<file path="src/hdl/mte_pkg.sv">
`timescale 1ns / 1ps
package mte_pkg;

   localparam int PC_W = 4;

   localparam logic [7:0] CH_FROM_EVENT = 8'hFF;
   localparam logic [7:0] BYTE_META     = 8'hFF;
   localparam logic [7:0] BYTE_EOT      = 8'h2F;
   localparam logic [7:0] BYTE_ZERO     = 8'h00;
   localparam logic [7:0] TRACK_CH_RST  = 8'hFF;

   typedef enum logic [1:0] {
      OP_CHANNEL   = 2'd0,
      OP_EX_HEADER = 2'd1,
      OP_EX_DATA   = 2'd2,
      OP_END_TRACK = 2'd3
   } op_type;

   typedef struct packed {
      logic [1:0]  operation;
      logic [27:0] delta_ticks;
      logic [7:0]  status_byte;
      logic [3:0]  event_channel;
      logic [7:0]  first_data;
      logic [7:0]  second_data;
      logic        is_meta;
      logic [7:0]  meta_type;
      logic [7:0]  ex_length;
      logic [7:0]  ex_byte;
   } req_type;

   typedef struct packed {
      logic [7:0] out_byte;
      logic       last_byte;
   } rsp_type;

   typedef enum logic [3:0] {
      SEL_VLQ3,
      SEL_VLQ2,
      SEL_VLQ1,
      SEL_VLQ0,
      SEL_STATUS_CH,
      SEL_STATUS,
      SEL_FIRST,
      SEL_SECOND,
      SEL_META_TYPE,
      SEL_EX_LENGTH,
      SEL_EX_BYTE,
      SEL_META,
      SEL_EOT,
      SEL_ZERO
   } sel_type;

   typedef enum logic [2:0] {
      BR_NEXT,
      BR_END,
      BR_OP,
      BR_DATA,
      BR_META
   } br_type;

   typedef struct packed {
      sel_type         sel;
      br_type          br;
      logic [PC_W-1:0] target;
   } uc_type;

   typedef struct packed {
      logic [1:0] operation;
      logic [1:0] data_count;
      logic       is_meta;
   } seq_cond_type;

   typedef struct packed {
      logic    active;
      sel_type sel;
      logic    last;
   } step_type;

   localparam logic [PC_W-1:0] PC_VLQ3      = 4'd0;
   localparam logic [PC_W-1:0] PC_VLQ2      = 4'd1;
   localparam logic [PC_W-1:0] PC_VLQ1      = 4'd2;
   localparam logic [PC_W-1:0] PC_VLQ0      = 4'd3;
   localparam logic [PC_W-1:0] PC_CHANNEL   = 4'd4;
   localparam logic [PC_W-1:0] PC_TWO_DATA  = 4'd5;
   localparam logic [PC_W-1:0] PC_ONE_DATA  = 4'd7;
   localparam logic [PC_W-1:0] PC_EX_HEADER = 4'd8;
   localparam logic [PC_W-1:0] PC_EX_LENGTH = 4'd10;
   localparam logic [PC_W-1:0] PC_END_TRACK = 4'd11;
   localparam logic [PC_W-1:0] PC_EX_DATA   = 4'd14;
   localparam logic [PC_W-1:0] PC_LAST      = 4'd14;

   function automatic uc_type mte_ucode(input logic [PC_W-1:0] pc);
      uc_type uc;
      uc.target = PC_VLQ3;
      case (pc)
         4'd0:    begin uc.sel = SEL_VLQ3;      uc.br = BR_NEXT; end
         4'd1:    begin uc.sel = SEL_VLQ2;      uc.br = BR_NEXT; end
         4'd2:    begin uc.sel = SEL_VLQ1;      uc.br = BR_NEXT; end
         4'd3:    begin uc.sel = SEL_VLQ0;      uc.br = BR_OP;   end
         4'd4:    begin
            uc.sel    = SEL_STATUS_CH;
            uc.br     = BR_DATA;
            uc.target = PC_ONE_DATA;
         end
         4'd5:    begin uc.sel = SEL_FIRST;     uc.br = BR_NEXT; end
         4'd6:    begin uc.sel = SEL_SECOND;    uc.br = BR_END;  end
         4'd7:    begin uc.sel = SEL_FIRST;     uc.br = BR_END;  end
         4'd8:    begin
            uc.sel    = SEL_STATUS;
            uc.br     = BR_META;
            uc.target = PC_EX_LENGTH;
         end
         4'd9:    begin uc.sel = SEL_META_TYPE; uc.br = BR_NEXT; end
         4'd10:   begin uc.sel = SEL_EX_LENGTH; uc.br = BR_END;  end
         4'd11:   begin uc.sel = SEL_META;      uc.br = BR_NEXT; end
         4'd12:   begin uc.sel = SEL_EOT;       uc.br = BR_NEXT; end
         4'd13:   begin uc.sel = SEL_ZERO;      uc.br = BR_END;  end
         4'd14:   begin uc.sel = SEL_EX_BYTE;   uc.br = BR_END;  end
         default: begin uc.sel = SEL_ZERO;      uc.br = BR_END;  end
      endcase
      return uc;
   endfunction

   function automatic logic [PC_W-1:0] mte_entry(input req_type r);
      logic [PC_W-1:0] pc;
      if (r.operation == OP_EX_DATA) begin
         pc = PC_EX_DATA;
      end else if (r.delta_ticks[27:21] != 7'd0) begin
         pc = PC_VLQ3;
      end else if (r.delta_ticks[20:14] != 7'd0) begin
         pc = PC_VLQ2;
      end else if (r.delta_ticks[13:7] != 7'd0) begin
         pc = PC_VLQ1;
      end else begin
         pc = PC_VLQ0;
      end
      return pc;
   endfunction

endpackage

</file>
<file path="src/hdl/mte_sequencer.sv">
`timescale 1ns / 1ps
module mte_sequencer
   import mte_pkg::*;
(
   input  logic            clock,
   input  logic            reset,
   input  logic            launch,
   input  logic [PC_W-1:0] launch_pc,
   input  seq_cond_type    cond,
   output step_type        step,
   output logic            busy
);

   logic            run_ff;
   logic [PC_W-1:0] pc_ff;
   logic [PC_W-1:0] pc_in;
   logic            fin;
   uc_type          uc;

   assign uc = mte_ucode(pc_ff);

   always_comb begin
      pc_in = pc_ff + 1'b1;
      fin   = 1'b0;
      case (uc.br)
         BR_NEXT: pc_in = pc_ff + 1'b1;
         BR_END:  fin = 1'b1;
         BR_OP: begin
            case (cond.operation)
               OP_CHANNEL:   pc_in = PC_CHANNEL;
               OP_EX_HEADER: pc_in = PC_EX_HEADER;
               default:      pc_in = PC_END_TRACK;
            endcase
         end
         BR_DATA: begin
            case (cond.data_count)
               2'd0:    fin   = 1'b1;
               2'd1:    pc_in = uc.target;
               default: pc_in = PC_TWO_DATA;
            endcase
         end
         BR_META: begin
            if (!cond.is_meta) begin
               pc_in = uc.target;
            end
         end
         default: fin = 1'b1;
      endcase
   end

   assign step.active = run_ff;
   assign step.sel    = uc.sel;
   assign step.last   = run_ff & fin;
   assign busy        = run_ff & ~fin;

   always_ff @(posedge clock) begin
      if (reset) begin
         run_ff <= 1'b0;
         pc_ff  <= PC_VLQ3;
      end else if (launch) begin
         run_ff <= 1'b1;
         pc_ff  <= launch_pc;
      end else if (run_ff && fin) begin
         run_ff <= 1'b0;
      end else if (run_ff) begin
         pc_ff <= pc_in;
      end
   end

`ifndef NO_ASSERTIONS
   a_launch_runs: assert property (@(posedge clock) disable iff (reset)
      launch |=> run_ff)
      else $error("sequencer not running after launch");

   a_last_stops: assert property (@(posedge clock) disable iff (reset)
      (step.last && !launch) |=> !run_ff)
      else $error("sequencer still running after last step");

   a_pc_in_program: assert property (@(posedge clock) disable iff (reset)
      run_ff |-> (pc_ff <= PC_LAST))
      else $error("step counter outside program");

   a_launch_idle_only: assert property (@(posedge clock) disable iff (reset)
      launch |-> !busy)
      else $error("launch while busy");
`endif

endmodule

</file>
<file path="src/hdl/midi_track_event_encoder.sv">
`timescale 1ns / 1ps
// Channel   Ports                                   Transfer
// request   start, busy, req_data (req_type)        start high and busy low
// response  rsp_strobe, rsp_data (rsp_type)         every cycle rsp_strobe is high
// csr       csr_valid, csr_ready, csr_data [7:0]    csr_valid and csr_ready high
//
// An item of n bytes (1 to 7) runs n steps of the microcode, one per cycle;
// busy stays high until the last step, so a new start is taken in the last step.
// Each byte leaves in the cycle after its step, on rsp_strobe for one cycle.
// Reset clears the sequencer and sets track_channel to 255.
// The receiver cannot stall; no result is held back.
module midi_track_event_encoder
   import mte_pkg::*;
(
   input  logic       clock,
   input  logic       reset,
   input  logic       start,
   output logic       busy,
   input  req_type    req_data,
   output logic       rsp_strobe,
   output rsp_type    rsp_data,
   input  logic       csr_valid,
   output logic       csr_ready,
   input  logic [7:0] csr_data
);

   req_type      req_ff;
   logic [7:0]   track_channel_ff;
   logic         rsp_strobe_ff;
   rsp_type      rsp_data_ff;
   logic         launch;
   seq_cond_type cond;
   step_type     step;
   logic [7:0]   channel;
   logic [7:0]   byte_in;

   assign launch    = start & ~busy;
   assign csr_ready = 1'b1;

   always_comb begin
      cond.operation = req_ff.operation;
      cond.is_meta   = req_ff.is_meta;
      case (req_ff.status_byte[7:4])
         4'h8, 4'h9, 4'hA, 4'hB, 4'hE: cond.data_count = 2'd2;
         4'hC, 4'hD:                   cond.data_count = 2'd1;
         default:                      cond.data_count = 2'd0;
      endcase
   end

   mte_sequencer u_seq (
      .clock     (clock),
      .reset     (reset),
      .launch    (launch),
      .launch_pc (mte_entry(req_data)),
      .cond      (cond),
      .step      (step),
      .busy      (busy)
   );

   assign channel = (track_channel_ff == CH_FROM_EVENT) ?
                    {4'd0, req_ff.event_channel} : track_channel_ff;

   always_comb begin
      case (step.sel)
         SEL_VLQ3:      byte_in = {1'b1, req_ff.delta_ticks[27:21]};
         SEL_VLQ2:      byte_in = {1'b1, req_ff.delta_ticks[20:14]};
         SEL_VLQ1:      byte_in = {1'b1, req_ff.delta_ticks[13:7]};
         SEL_VLQ0:      byte_in = {1'b0, req_ff.delta_ticks[6:0]};
         SEL_STATUS_CH: byte_in = req_ff.status_byte | channel;
         SEL_STATUS:    byte_in = req_ff.status_byte;
         SEL_FIRST:     byte_in = req_ff.first_data;
         SEL_SECOND:    byte_in = req_ff.second_data;
         SEL_META_TYPE: byte_in = req_ff.meta_type;
         SEL_EX_LENGTH: byte_in = req_ff.ex_length;
         SEL_EX_BYTE:   byte_in = req_ff.ex_byte;
         SEL_META:      byte_in = BYTE_META;
         SEL_EOT:       byte_in = BYTE_EOT;
         default:       byte_in = BYTE_ZERO;
      endcase
   end

   always_ff @(posedge clock) begin
      if (reset) begin
         track_channel_ff <= TRACK_CH_RST;
         rsp_strobe_ff    <= 1'b0;
      end else begin
         if (csr_valid && csr_ready) begin
            track_channel_ff <= csr_data;
         end
         rsp_strobe_ff <= step.active;
      end
      if (launch) begin
         req_ff <= req_data;
      end
      rsp_data_ff.out_byte  <= byte_in;
      rsp_data_ff.last_byte <= step.last;
   end

   assign rsp_strobe = rsp_strobe_ff;
   assign rsp_data   = rsp_data_ff;

endmodule

</file>
<file path="config.mk">
export PLATFORM = sky130hd
export DESIGN_NAME = midi_track_event_encoder
export DESIGN_NICKNAME = d
export VERILOG_FILES = /design/src/hdl/mte_pkg.sv /design/src/hdl/mte_sequencer.sv /design/src/hdl/midi_track_event_encoder.sv
export SDC_FILE = /design/constraint.sdc
export NUM_CORES = 1
export LEC_CHECK = 0
export ABC_AREA = 1
export BUFFER_PORTS_ARGS = -buffer_cell sky130_fd_sc_hd__buf_2
export CAP_MARGIN = 20
export CORE_MARGIN = 5
export CORE_UTILIZATION = 30
export CTS_BUF_LIST = sky130_fd_sc_hd__clkbuf_4 sky130_fd_sc_hd__clkbuf_8
export DETAILED_ROUTE_END_ITERATION = 12
export PLACE_DENSITY = 0.58
export REMOVE_ABC_BUFFERS = 1
export SLEW_MARGIN = 5
export SYNTH_ARGS = -nofsm -noshare
export SYNTH_HDL_FRONTEND = slang
export SYNTH_HIERARCHICAL = 1
export SYNTH_SLANG_ARGS = --single-unit
</file>
<file path="constraint.sdc">
create_clock -name clock -period 7.35 [get_ports clock]
set_input_delay 0.3675 -clock clock [delete_from_list [all_inputs] [get_ports clock]]
set_output_delay 0.3675 -clock clock [all_outputs]
set_load 0.01 [all_outputs]
</file>
==> results of run 1 <==
cell usage after synthesis, drive strengths merged, types with 2 or more instances:
cell type    n
edfxtp      83
a21oi       11
inv         47
dfxtp       23
o211ai       3
nand3       56
nor2        70
nand4        9
or2          2
buf          4
o21ai        7
nor3         5
nand2      172
ha           4
how the worst max path moves through the flow:
stage | to | slack, ps | depth (start not counted)
after floorplan | u_seq/pc_ff[0] | 1120 | 15
after CTS | u_seq/pc_ff[0] | 3910 | 16
after global placement | u_seq/pc_ff[3] | 4060 | 16
after global routing | u_seq/pc_ff[0] | 3640 | 16
after detailed placement | u_seq/pc_ff[0] | 3930 | 16
final | u_seq/pc_ff[0] | 4010 | 16
routing by layer:
metal  track usage  share of wire  up-vias  wire length (um)
met5             0              0        -                 0
met4        0.0470          0.015        0               192
met3        0.0327          0.056       12               707
met2         0.234           0.49      102              6080
met1         0.176           0.44     1700              5550
li1              -              -     1916                 -
worst reg2reg max path, cell delays in order, from the launching register on:
cell and delay, ps:
dfxtp_1 440, inv_1 130, ha_1 290, o21ai_1 200, nand2_1 80, nand2_1 120, nand2_4 100, nand2_4 80
nand2_4 50, nand3_4 80, inv_1 90, nor2_4 90, buf_4 760, inv_2 230, or2_2 350, nand3_1 80
a21oi_1 60
layout make-up:
type / count / share of cell area
Clock inverter: 6 / 0.00438
Timing Repair Buffer: 106 / 0.0932
Inverter: 48 / 0.0326
Tap cell: 216 / 0.0473
Multi-Input combinational cell: 351 / 0.285
Sequential cell: 106 / 0.516
Clock buffer: 9 / 0.0217
report_power, final:
part	leakage (nW)	internal, mW	switching [mW]
Combinational	1.47	0.289	0.663
Clock	0.0788	0.116	0.182
Sequential	0.992	0.808	0.0609
Total	2.54	1.21	0.907
flip-flops by register name (all words and copies together), names as in the netlist:
register and count:
u_seq/run_ff 1, req_ff 80, cond 3, rsp_strobe 1, rsp_data 9, track_channel_ff 8
u_seq/pc_ff 4
kinds of logic (layout without fill, tap and decap cells):
| logic type | Yosys count | after routing | synth area share |
|---|---|---|---|
| XOR/XNOR | 1 | 1 | 0.00182 |
| AO/OA/AOI/OAI | 28 | 28 | 0.0341 |
| other | 1 | 1 | 0.000781 |
| flip-flops | 106 | 106 | 0.615 |
| buffers and inverters | 53 | 169 | 0.0474 |
| adder cells (fa/ha/maj) | 4 | 4 | 0.0104 |
| AND/OR/NAND/NOR | 317 | 317 | 0.290 |
==> summary.txt, run 1 <==
status = finished clean
die width = 137 um
largest net degree at the start of global routing = 87
r2r setup slk = 4010 ps
number of synthesized flops with an enable pin = 83
Slew Viols, Final = 0
final core occ = 0.363
RSZ-0062 raised after global routing = false
register area share after synthesis = 0.615
Clk Tree Root Cell = clkbuf_8
HPWL Detailed = 9840 um
Max-cap violations = 0
Final Cycle Share = 0.455
starting density of the core = 0.304
final setup vio count = 0
GPL Wtd Cong = 0.818
Area Overhead vs Synth = 19.1%
Worst path most repeated cell = nand2_4
drt pass-1 iters = 4
WL per Instance = 14.9 um
Total Routing Usage GR = 0.139
row cnt = 46
critical path arrival = 3610 ps
dominant cells by area after synthesis = edfxtp_1, nand2_1, dfxtp_1
Resized Gates After CTS = 0
slowest cell delay on critical path = 760 ps
final hold slack = 167 ps
top-area cell type share of the netlist area = 0.519
clock latency on the worst-skew pair = 370 ps
CTS Buf Count = 9
clk buf depth = 2
PwrDens = 371 nW/um^2
Antenna Cells = 0
Yosys reg bits = 106
fillcell total = 1662
Crit. End Element = flop
crit path cell chain = inv_1, ha_1, o21ai_1, nand2_1, nand2_1, nand2_4, nand2_4, nand2_4, nand3_4, inv_1, nor2_4, buf_4, inv_2, or2_2, nand3_1, a21oi_1
Slew @ Worst Pin = 1090 ps
Tmin final = 3340 ps
area of the multi-input gates = 1630 sq um
FF-to-FF End = u_seq/pc_ff[0]
layout cells sized above 1 = 0.227
R2R cell count = 16
Hold Path Sink = cond[0]
antenna-violating nets left = 0
Slew headroom = 0.274
placed cell area = 5570 sq um
Vias per Instance = 4.43
die footprint = 18600 sq um
number of I/O pins = 107
Post-Synthesis Cells = 510
Finished Layout Cells = 842
I/O Buffers = 105
most common cell after layout, fill and taps aside = nand2_1
Async SR Flop Fraction = 0
CP top delay family = buffers and inverters
overall power = 2.12 mW
startpoint types = flop
initial antenna violation count = 0
Worst setup startpoint = u_seq/pc_ff[0]
final wirelength = 12500 um
Clk pin slew, worst setup/hold paths = 90 ps
min-delay worst type = input pin to flop
Die H = 137 um
ys flop type = edfxtp_1
commonest cells after routing, fill and taps aside = nand2_1, buf_2, edfxtp_1, nor2_1, nand3_1
Buf/Inv on CP = 4
FF-to-FF Start = u_seq/pc_ff[0]
Setup Buffers After CTS = 0
fmax = 299 MHz
Worst Path Required = 7620 ps
Mean Syn Cell Area = 9.41 sq um
Sink Count = 106
DR vias = 3730
critical path peak fanout = 86
Final Net Count = 721
Place WS = 3930 ps
largest area contributor in the netlist = edfxtp_1
Storage cell area = 2950 sq um
LEAKAGE = 2.54 nW
# DRC = 0
CP max stage cell = buf_4
Yosys warning total = 6
Synth Cell Area = 4800 sq um
Hold-fix buffers, CTS = 0
critical path class = flop to flop
final std cell area, no fill = 5720 sq um
Fin Setup TNS = 0 ps
Setup Skew = 9.94 ps
first-pass GRT wire length = 19500 um
CTS tree = done
hold-critical path depth = 1
H-Tree Depth = 3
Initial DRC Count = 296
Setup WS post-layout = 4010 ps
Yosys cell types = 38
Core ar. = 15800 sq um
vias in the first global route = 3803
Final Hold Viols = 0
DP Cell Count = 827
gr ovfl total = 0
Worst VDD drop = 123 uV
hold wc startpoint = req_data[24]
No activity file was read; power rests on OpenSTA's default activity.
==> run 2: changes to the inputs <==
- PLACE_DENSITY: 0.58 -> 0.6
- clock period: 7.35 -> 3 ns (I/O delays scaled with it)
==> run 2 against run 1 <==
Net effect:
- cell count is 12% higher
- global-route usage rose by 1.9 points
- combinational power grew to 2.6 times the previous value
- final area is 18% higher
- utilization up 6.4 points
- hold slack got worse by 70 ps
- die area is the same
- routed wire length increased by 12%
- non-clock buffer count increased by 96
- clock skew grew 8.1 ps
- setup slack lost 3600 ps
- via count grew 14%
- critical endpoint is now rsp_data[1]
- largest cell class unchanged
- highest routed layer unchanged
==> summary.txt, run 2 (synthesized netlist as in run 1, its figures left out) <==
GPL Wtd Cong = 0.935 (was 0.818)
Die H = 137 um (unchanged)
Final Cycle Share = 0.877 (was 0.455)
layout cells sized above 1 = 0.207 (was 0.227)
Worst Path Required = 3330 ps (was 7620 ps)
Final Net Count = 817 (was 721)
final setup vio count = 0 (unchanged)
initial antenna violation count = 0 (unchanged)
Initial DRC Count = 330 (was 296)
gr ovfl total = 0 (unchanged)
die footprint = 18600 sq um (unchanged)
Slew headroom = 0.667 (was 0.274)
commonest cells after routing, fill and taps aside = nand2_1, buf_2, dlygate4sd3_1, edfxtp_1, nor2_1 (was nand2_1, buf_2, edfxtp_1, nor2_1, nand3_1)
starting density of the core = 0.304 (unchanged)
Sink Count = 106 (unchanged)
status = finished clean (unchanged)
first-pass GRT wire length = 22300 um (was 19500 um)
LEAKAGE = 2.97 nW (was 2.54 nW)
FF-to-FF Start = u_seq/pc_ff[0] (unchanged)
Setup WS post-layout = 368 ps (was 4010 ps)
Area Overhead vs Synth = 40.1% (was 19.1%)
Storage cell area = 2950 sq um (unchanged)
drt pass-1 iters = 6 (was 4)
FF-to-FF End = rsp_data[1] (was u_seq/pc_ff[0])
clock latency on the worst-skew pair = 390 ps (was 370 ps)
placed cell area = 5610 sq um (was 5570 sq um)
fillcell total = 1549 (was 1662)
Clk pin slew, worst setup/hold paths = 110 ps (was 90 ps)
critical path peak fanout = 6 (was 86)
area of the multi-input gates = 1630 sq um (unchanged)
DR vias = 4245 (was 3730)
Tmin final = 2630 ps (was 3340 ps)
CTS Buf Count = 9 (unchanged)
PwrDens = 818 nW/um^2 (was 371 nW/um^2)
R2R cell count = 13 (was 16)
r2r setup slk = 370 ps (was 4010 ps)
Crit. End Element = flop (unchanged)
vias in the first global route = 4441 (was 3803)
# DRC = 0 (unchanged)
Setup crit end = rsp_data[1] (was u_seq/pc_ff[0])
largest net degree at the start of global routing = 75 (was 87)
Slew @ Worst Pin = 498 ps (was 1090 ps)
Antenna Cells = 0 (unchanged)
HPWL Detailed = 9940 um (was 9840 um)
final std cell area, no fill = 6730 sq um (was 5720 sq um)
Place WS = 464 ps (was 3930 ps)
Fin Setup TNS = 0 ps (unchanged)
antenna-violating nets left = 0 (unchanged)
Worst VDD drop = 446 uV (was 123 uV)
row cnt = 46 (unchanged)
Final Hold Viols = 0 (unchanged)
clk buf depth = 2 (unchanged)
die width = 137 um (unchanged)
Setup Skew = 18.1 ps (was 9.94 ps)
WL per Instance = 15.0 um (was 14.9 um)
Core ar. = 15800 sq um (unchanged)
Vias per Instance = 4.52 (was 4.43)
critical path class = flop to flop (unchanged)
hold wc startpoint = csr_valid (was req_data[24])
max reg flops = 80 (unchanged)
overall power = 5.50 mW (was 2.12 mW)
H-Tree Depth = 3 (unchanged)
Worst setup startpoint = u_seq/pc_ff[0] (unchanged)
I/O Buffers = 105 (unchanged)
critical path arrival = 2960 ps (was 3610 ps)
Slew Viols, Final = 0 (unchanged)
CTS tree = done (unchanged)
Resized Gates After CTS = 0 (unchanged)
Total Routing Usage GR = 0.158 (was 0.139)
Clk Tree Root Cell = clkbuf_8 (unchanged)
most common cell after layout, fill and taps aside = nand2_1 (unchanged)
largest reg by FF count = req_ff (unchanged)
final wirelength = 14100 um (was 12500 um)
Setup Buffers After CTS = 0 (unchanged)
Max-cap violations = 0 (unchanged)
number of I/O pins = 107 (unchanged)
RSZ-0062 raised after global routing = false (unchanged)
fmax = 380 MHz (was 299 MHz)
min-delay worst type = input pin to flop (unchanged)
startpoint types = flop (unchanged)
==> run 2: per-layer routing <==
metal  vias to the layer above  part of all wire  global-route usage
met4                         0             0.030              0.0638
met2                       171              0.49               0.275
met1                      1941              0.41               0.190
met3                        28             0.062              0.0327
li1                       2105                 -                   -
met5                         -                 0                   0
==> run 2: worst min path at each step <==
stage / slack (ps) / depth (start not counted) / end
floorplan: 220 / 1 / u_seq/pc_ff[0]
global placement: 330 / 1 / req_ff[47]
detailed placement: 330 / 1 / req_ff[14]
CTS: 80 / 3 / track_channel_ff[2]
global route: 100 / 3 / track_channel_ff[2]
finish: 100 / 3 / track_channel_ff[2]
==> run 2: critical path, cell delays in order (launching register included) <==
cell and delay [ps]:
dfxtp_1 450, inv_1 130, ha_1 280, nor2_2 140
nor2_1 100, a21oi_1 140, nand4_1 290, inv_1 190
nand2_1 120, nor2_1 410, nand2_1 110, nand2_1 90
nor2_1 70, nand3_1 80
==> run 2: layout make-up <==
type,instances,share of cell area
clock buffers,10,0.0205
clock inverters,6,0.00837
inverters,48,0.0277
multi-input cells,351,0.242
flip-flops and latches,106,0.439
well taps,216,0.0402
repair buffers,202,0.222
==> run 2: power breakdown <==
group | switching [mW] | leakage, nW | total (mW) | internal, mW
Clock | 0.488 | 0.0995 | 0.890 | 0.402
Combinational | 1.61 | 1.88 | 2.46 | 0.850
Sequential | 0.175 | 0.992 | 2.15 | 1.98
==> run 2: repair_timing <==
action / CTS / global route
endpoints found under the setup margin: 0 / 0
hold buffers: 92 / 0
endpoints found under the hold margin: 92 / 0
==> run 2: metrics by stage <==
step                      hold WS, ps  instances  utilization
after global routing             96.7        939        0.427
after global placement            328        831        0.356
after floorplan                   219        505            -
after CTS                        75.6        939        0.427
final                            96.3        939        0.427
after detailed placement          328        831        0.356
==> run 3: changes to the inputs <==
- SYNTH_HIERARCHICAL: 1 -> default
==> run 3 against run 2 <==
Net effect:
- area after synthesis rose by 2.8%
- clock power barely moved
- power fell by 24%
- critical path depth fell by 1
- synthesized cell count rose by 0.20%
- combinational power fell by 44%
- first-iteration DRC count fell by 3.6%
- count of clock-buffer cells in the layout did not move
- non-clock buffer count fell by 2
- routed wire length fell by 0.44%
- hold slack improved by 8.3 ps
- utilization barely moved
==> summary.txt, run 3 <==
status = finished clean (unchanged)
Antenna Cells = 0 (unchanged)
Synth Cell Area = 4930 sq um (was 4800 sq um)
CP top delay family = simple AND/OR/NAND/NOR gates (unchanged)
clock latency on the worst-skew pair = 380 ps (was 390 ps)
H-Tree Depth = 3 (unchanged)
startpoint types = flop (unchanged)
gr ovfl total = 0 (unchanged)
first-pass GRT wire length = 22200 um (was 22300 um)
R2R cell count = 12 (was 13)
Die H = 138 um (was 137 um)
WL per Instance = 15.0 um (about the same)
LEAKAGE = 3.04 nW (was 2.97 nW)
Yosys cell types = 33 (was 38)
die width = 138 um (was 137 um)
Max-cap violations = 0 (unchanged)
Area Overhead vs Synth = 38.3% (was 40.1%)
Slew Viols, Final = 0 (unchanged)
min-delay worst type = input pin to flop (unchanged)
top-area cell type share of the netlist area = 0.505 (was 0.519)
fmax = 362 MHz (was 380 MHz)
Mean Syn Cell Area = 9.66 sq um (was 9.41 sq um)
clk buf depth = 2 (unchanged)
Worst Path Required = 3070 ps (was 3330 ps)
ys flop type = edfxtp_1 (unchanged)
critical path class = flop to flop (unchanged)
critical path arrival = 2830 ps (was 2960 ps)
final wirelength = 14000 um (was 14100 um)
area of the multi-input gates = 1790 sq um (was 1630 sq um)
drt pass-1 iters = 4 (was 6)
initial antenna violation count = 0 (unchanged)
layout cells sized above 1 = 0.227 (was 0.207)
number of synthesized flops with an enable pin = 83 (unchanged)
Worst path most repeated cell = nand2_1
leading cell type by number of instances after synthesis = nand2_1 (unchanged)
final setup vio count = 0 (unchanged)
Worst setup startpoint = u_seq.pc_ff[0] (was u_seq/pc_ff[0])
Post-Synthesis Cells = 511 (was 510)
most common cell after layout, fill and taps aside = nand2_1 (unchanged)
Core ar. = 16000 sq um (was 15800 sq um)
die footprint = 19100 sq um (was 18600 sq um)
Final Hold Viols = 0 (unchanged)
GPL Wtd Cong = 0.820 (was 0.935)
HPWL Detailed = 10200 um (was 9940 um)
Total Routing Usage GR = 0.147 (was 0.158)
Worst VDD drop = 299 uV (was 446 uV)
Setup crit end = req_ff[28] (was rsp_data[1])
crit path cell chain = inv_1, ha_1, nor2_1, nor2_2, nor2_4, nand2_4, nand2_1, nand2_1, nand3_2, nand2_1, clkinv_2, buf_12 (was inv_1, ha_1, nor2_2, nor2_1, a21oi_1, nand4_1, inv_1, nand2_1, nor2_1, nand2_1, nand2_1, nor2_1, nand3_1)
fillcell total = 1594 (was 1549)
RSZ-0062 raised after global routing = false (unchanged)
Setup Skew = 7.91 ps (was 18.1 ps)
register area share after synthesis = 0.598 (was 0.615)
row cnt = 46 (unchanged)
Initial DRC Count = 318 (was 330)
CP max stage cell = dfxtp_1 (unchanged)
vias in the first global route = 4296 (was 4441)
Async SR Flop Fraction = 0 (unchanged)
Tmin final = 2760 ps (was 2630 ps)
DR vias = 4173 (was 4245)
hold-critical path depth = 3 (unchanged)
CP Depth = 12 (was 13)
Final Cycle Share = 0.921 (was 0.877)
Yosys warning total = 0 (was 6)
Buf/Inv on CP = 3 (was 2)
Storage cell area = 2950 sq um (unchanged)
overall power = 4.18 mW (was 5.50 mW)
number of I/O pins = 107 (unchanged)
critical path peak fanout = 49 (was 6)
FF-to-FF Start = u_seq.pc_ff[0] (was u_seq/pc_ff[0])
commonest cells in the netlist = nand2_1, edfxtp_1, nand3_1, nor2_1, inv_1 (was nand2_1, edfxtp_1, nor2_1, nand3_1, inv_1)
FF-to-FF End = req_ff[28] (was rsp_data[1])
dominant cells by area after synthesis = edfxtp_1, nand2_1, dfxtp_1 (unchanged)
Vias per Instance = 4.46 (was 4.52)
Clk pin slew, worst setup/hold paths = 100 ps (was 110 ps)
largest area contributor in the netlist = edfxtp_1 (unchanged)
Crit. End Element = flop (unchanged)
commonest cells after routing, fill and taps aside = nand2_1, buf_2, dlygate4sd3_1, edfxtp_1, nand3_1 (was nand2_1, buf_2, dlygate4sd3_1, edfxtp_1, nor2_1)
max reg flops = 80 (unchanged)
PwrDens = 612 nW/um^2 (was 818 nW/um^2)
Yosys reg bits = 106 (unchanged)
CTS tree = done (unchanged)
largest reg by FF count = req_ff (unchanged)
antenna-violating nets left = 0 (unchanged)
CTS Buf Count = 9 (unchanged)
# DRC = 0 (unchanged)
final core occ = 0.427 (about the same)
starting density of the core = 0.308 (was 0.304)
slowest cell delay on critical path = 420 ps (was 450 ps)
Final Net Count = 813 (was 817)
r2r setup slk = 240 ps (was 370 ps)
Clk Tree Root Cell = clkbuf_8 (unchanged)
I/O Buffers = 105 (unchanged)
Sink Count = 106 (unchanged)
largest net degree at the start of global routing = 50 (was 75)
## run 3: cell types whose count changed in the layout (fill, tap and decap cells not counted), moves of 3 or more
cell | previous run | this run
nor2_4 | 3 | 12
inv_1 | 43 | 32
nand4_1 | 9 | 6
o211ai_1 | 3 | 0
nor2_1 | 62 | 48
nand2_2 | 2 | 5
nand2_1 | 165 | 171
o21ai_0 | 6 | 15
## run 3: stage by stage
step | setup WS (ps) | hold WS [ps] | area (sq um) | TNS, ps | std cells
final | 238 | 105 | 6830 | 0 | 935
after global routing | 14.2 | 111 | 6830 | 0 | 935
after CTS | 159 | 76.1 | 6830 | 0 | 935
after detailed placement | 181 | 328 | 5710 | 0 | 827
after global placement | 293 | 329 | 5710 | 0 | 827
after floorplan | -670 | 222 | 4880 | -55620 | 503
## run 3: kinds of logic (layout without fill, tap and decap cells)
logic type | count (synthesis) | count (layout) | synth area share
buffers and inverters | 43 | 251 | 0.0388
other | 1 | 1 | 0.000760
flip-flops | 106 | 106 | 0.598
AO/OA/AOI/OAI | 32 | 32 | 0.0335
adder cells (fa/ha/maj) | 4 | 4 | 0.0101
AND/OR/NAND/NOR | 325 | 325 | 0.318
## run 3: report_power, final
group	internal, mW	total, mW	switching (mW)	leakage [nW]
Sequential	1.82	1.91	0.0947	0.992
Clock	0.398	0.890	0.493	0.0998
Combinational	0.482	1.37	0.892	1.95
Total	2.70	4.18	1.48	3.04
## run 3: per-layer routing
metal,global-route usage,wire (um),up-vias
li1,-,-,2112
met1,0.191,6350,1923
met4,0.0712,429,0
met3,0.0241,601,25
met5,0,0,-
met2,0.240,6660,113
## run 3: worst min-delay path by stage
| stage | slack, ps | end | startpoint |
|---|---|---|---|
| 6_report | 100 | track_channel_ff[0] | csr_valid |
| 5_1_grt | 110 | track_channel_ff[0] | csr_valid |
| 4_1_cts | 80 | track_channel_ff[0] | csr_valid |
| 3_5_place_dp | 330 | req_ff[5] | req_data[5] |
| 3_3_place_gp | 330 | req_ff[0] | req_data[0] |
| 2_1_floorplan | 220 | rsp_strobe | reset |
## run 3: final cells by class
cell class              instances  area share
well taps                     216      0.0396
flip-flops and latches        106       0.433
multi-input cells             362       0.262
repair buffers                200       0.217
clock inverters                 6     0.00935
inverters                      35      0.0200
clock buffers                  10      0.0192
## run 3: worst min-delay path, cell delays in order
cell     delay, ps
buf_2          160
nand2_1         70
nand3_1         70
## run 3: timing repair
| item | CTS | global route |
|---|---|---|
| setup buffers | 0 | 0 |
| hold endpoints to repair | 93 | 0 |
| hold buffers | 92 | 0 |
| endpoints found under the setup margin | 0 | 63 |
| resized for setup | 0 | 1 |
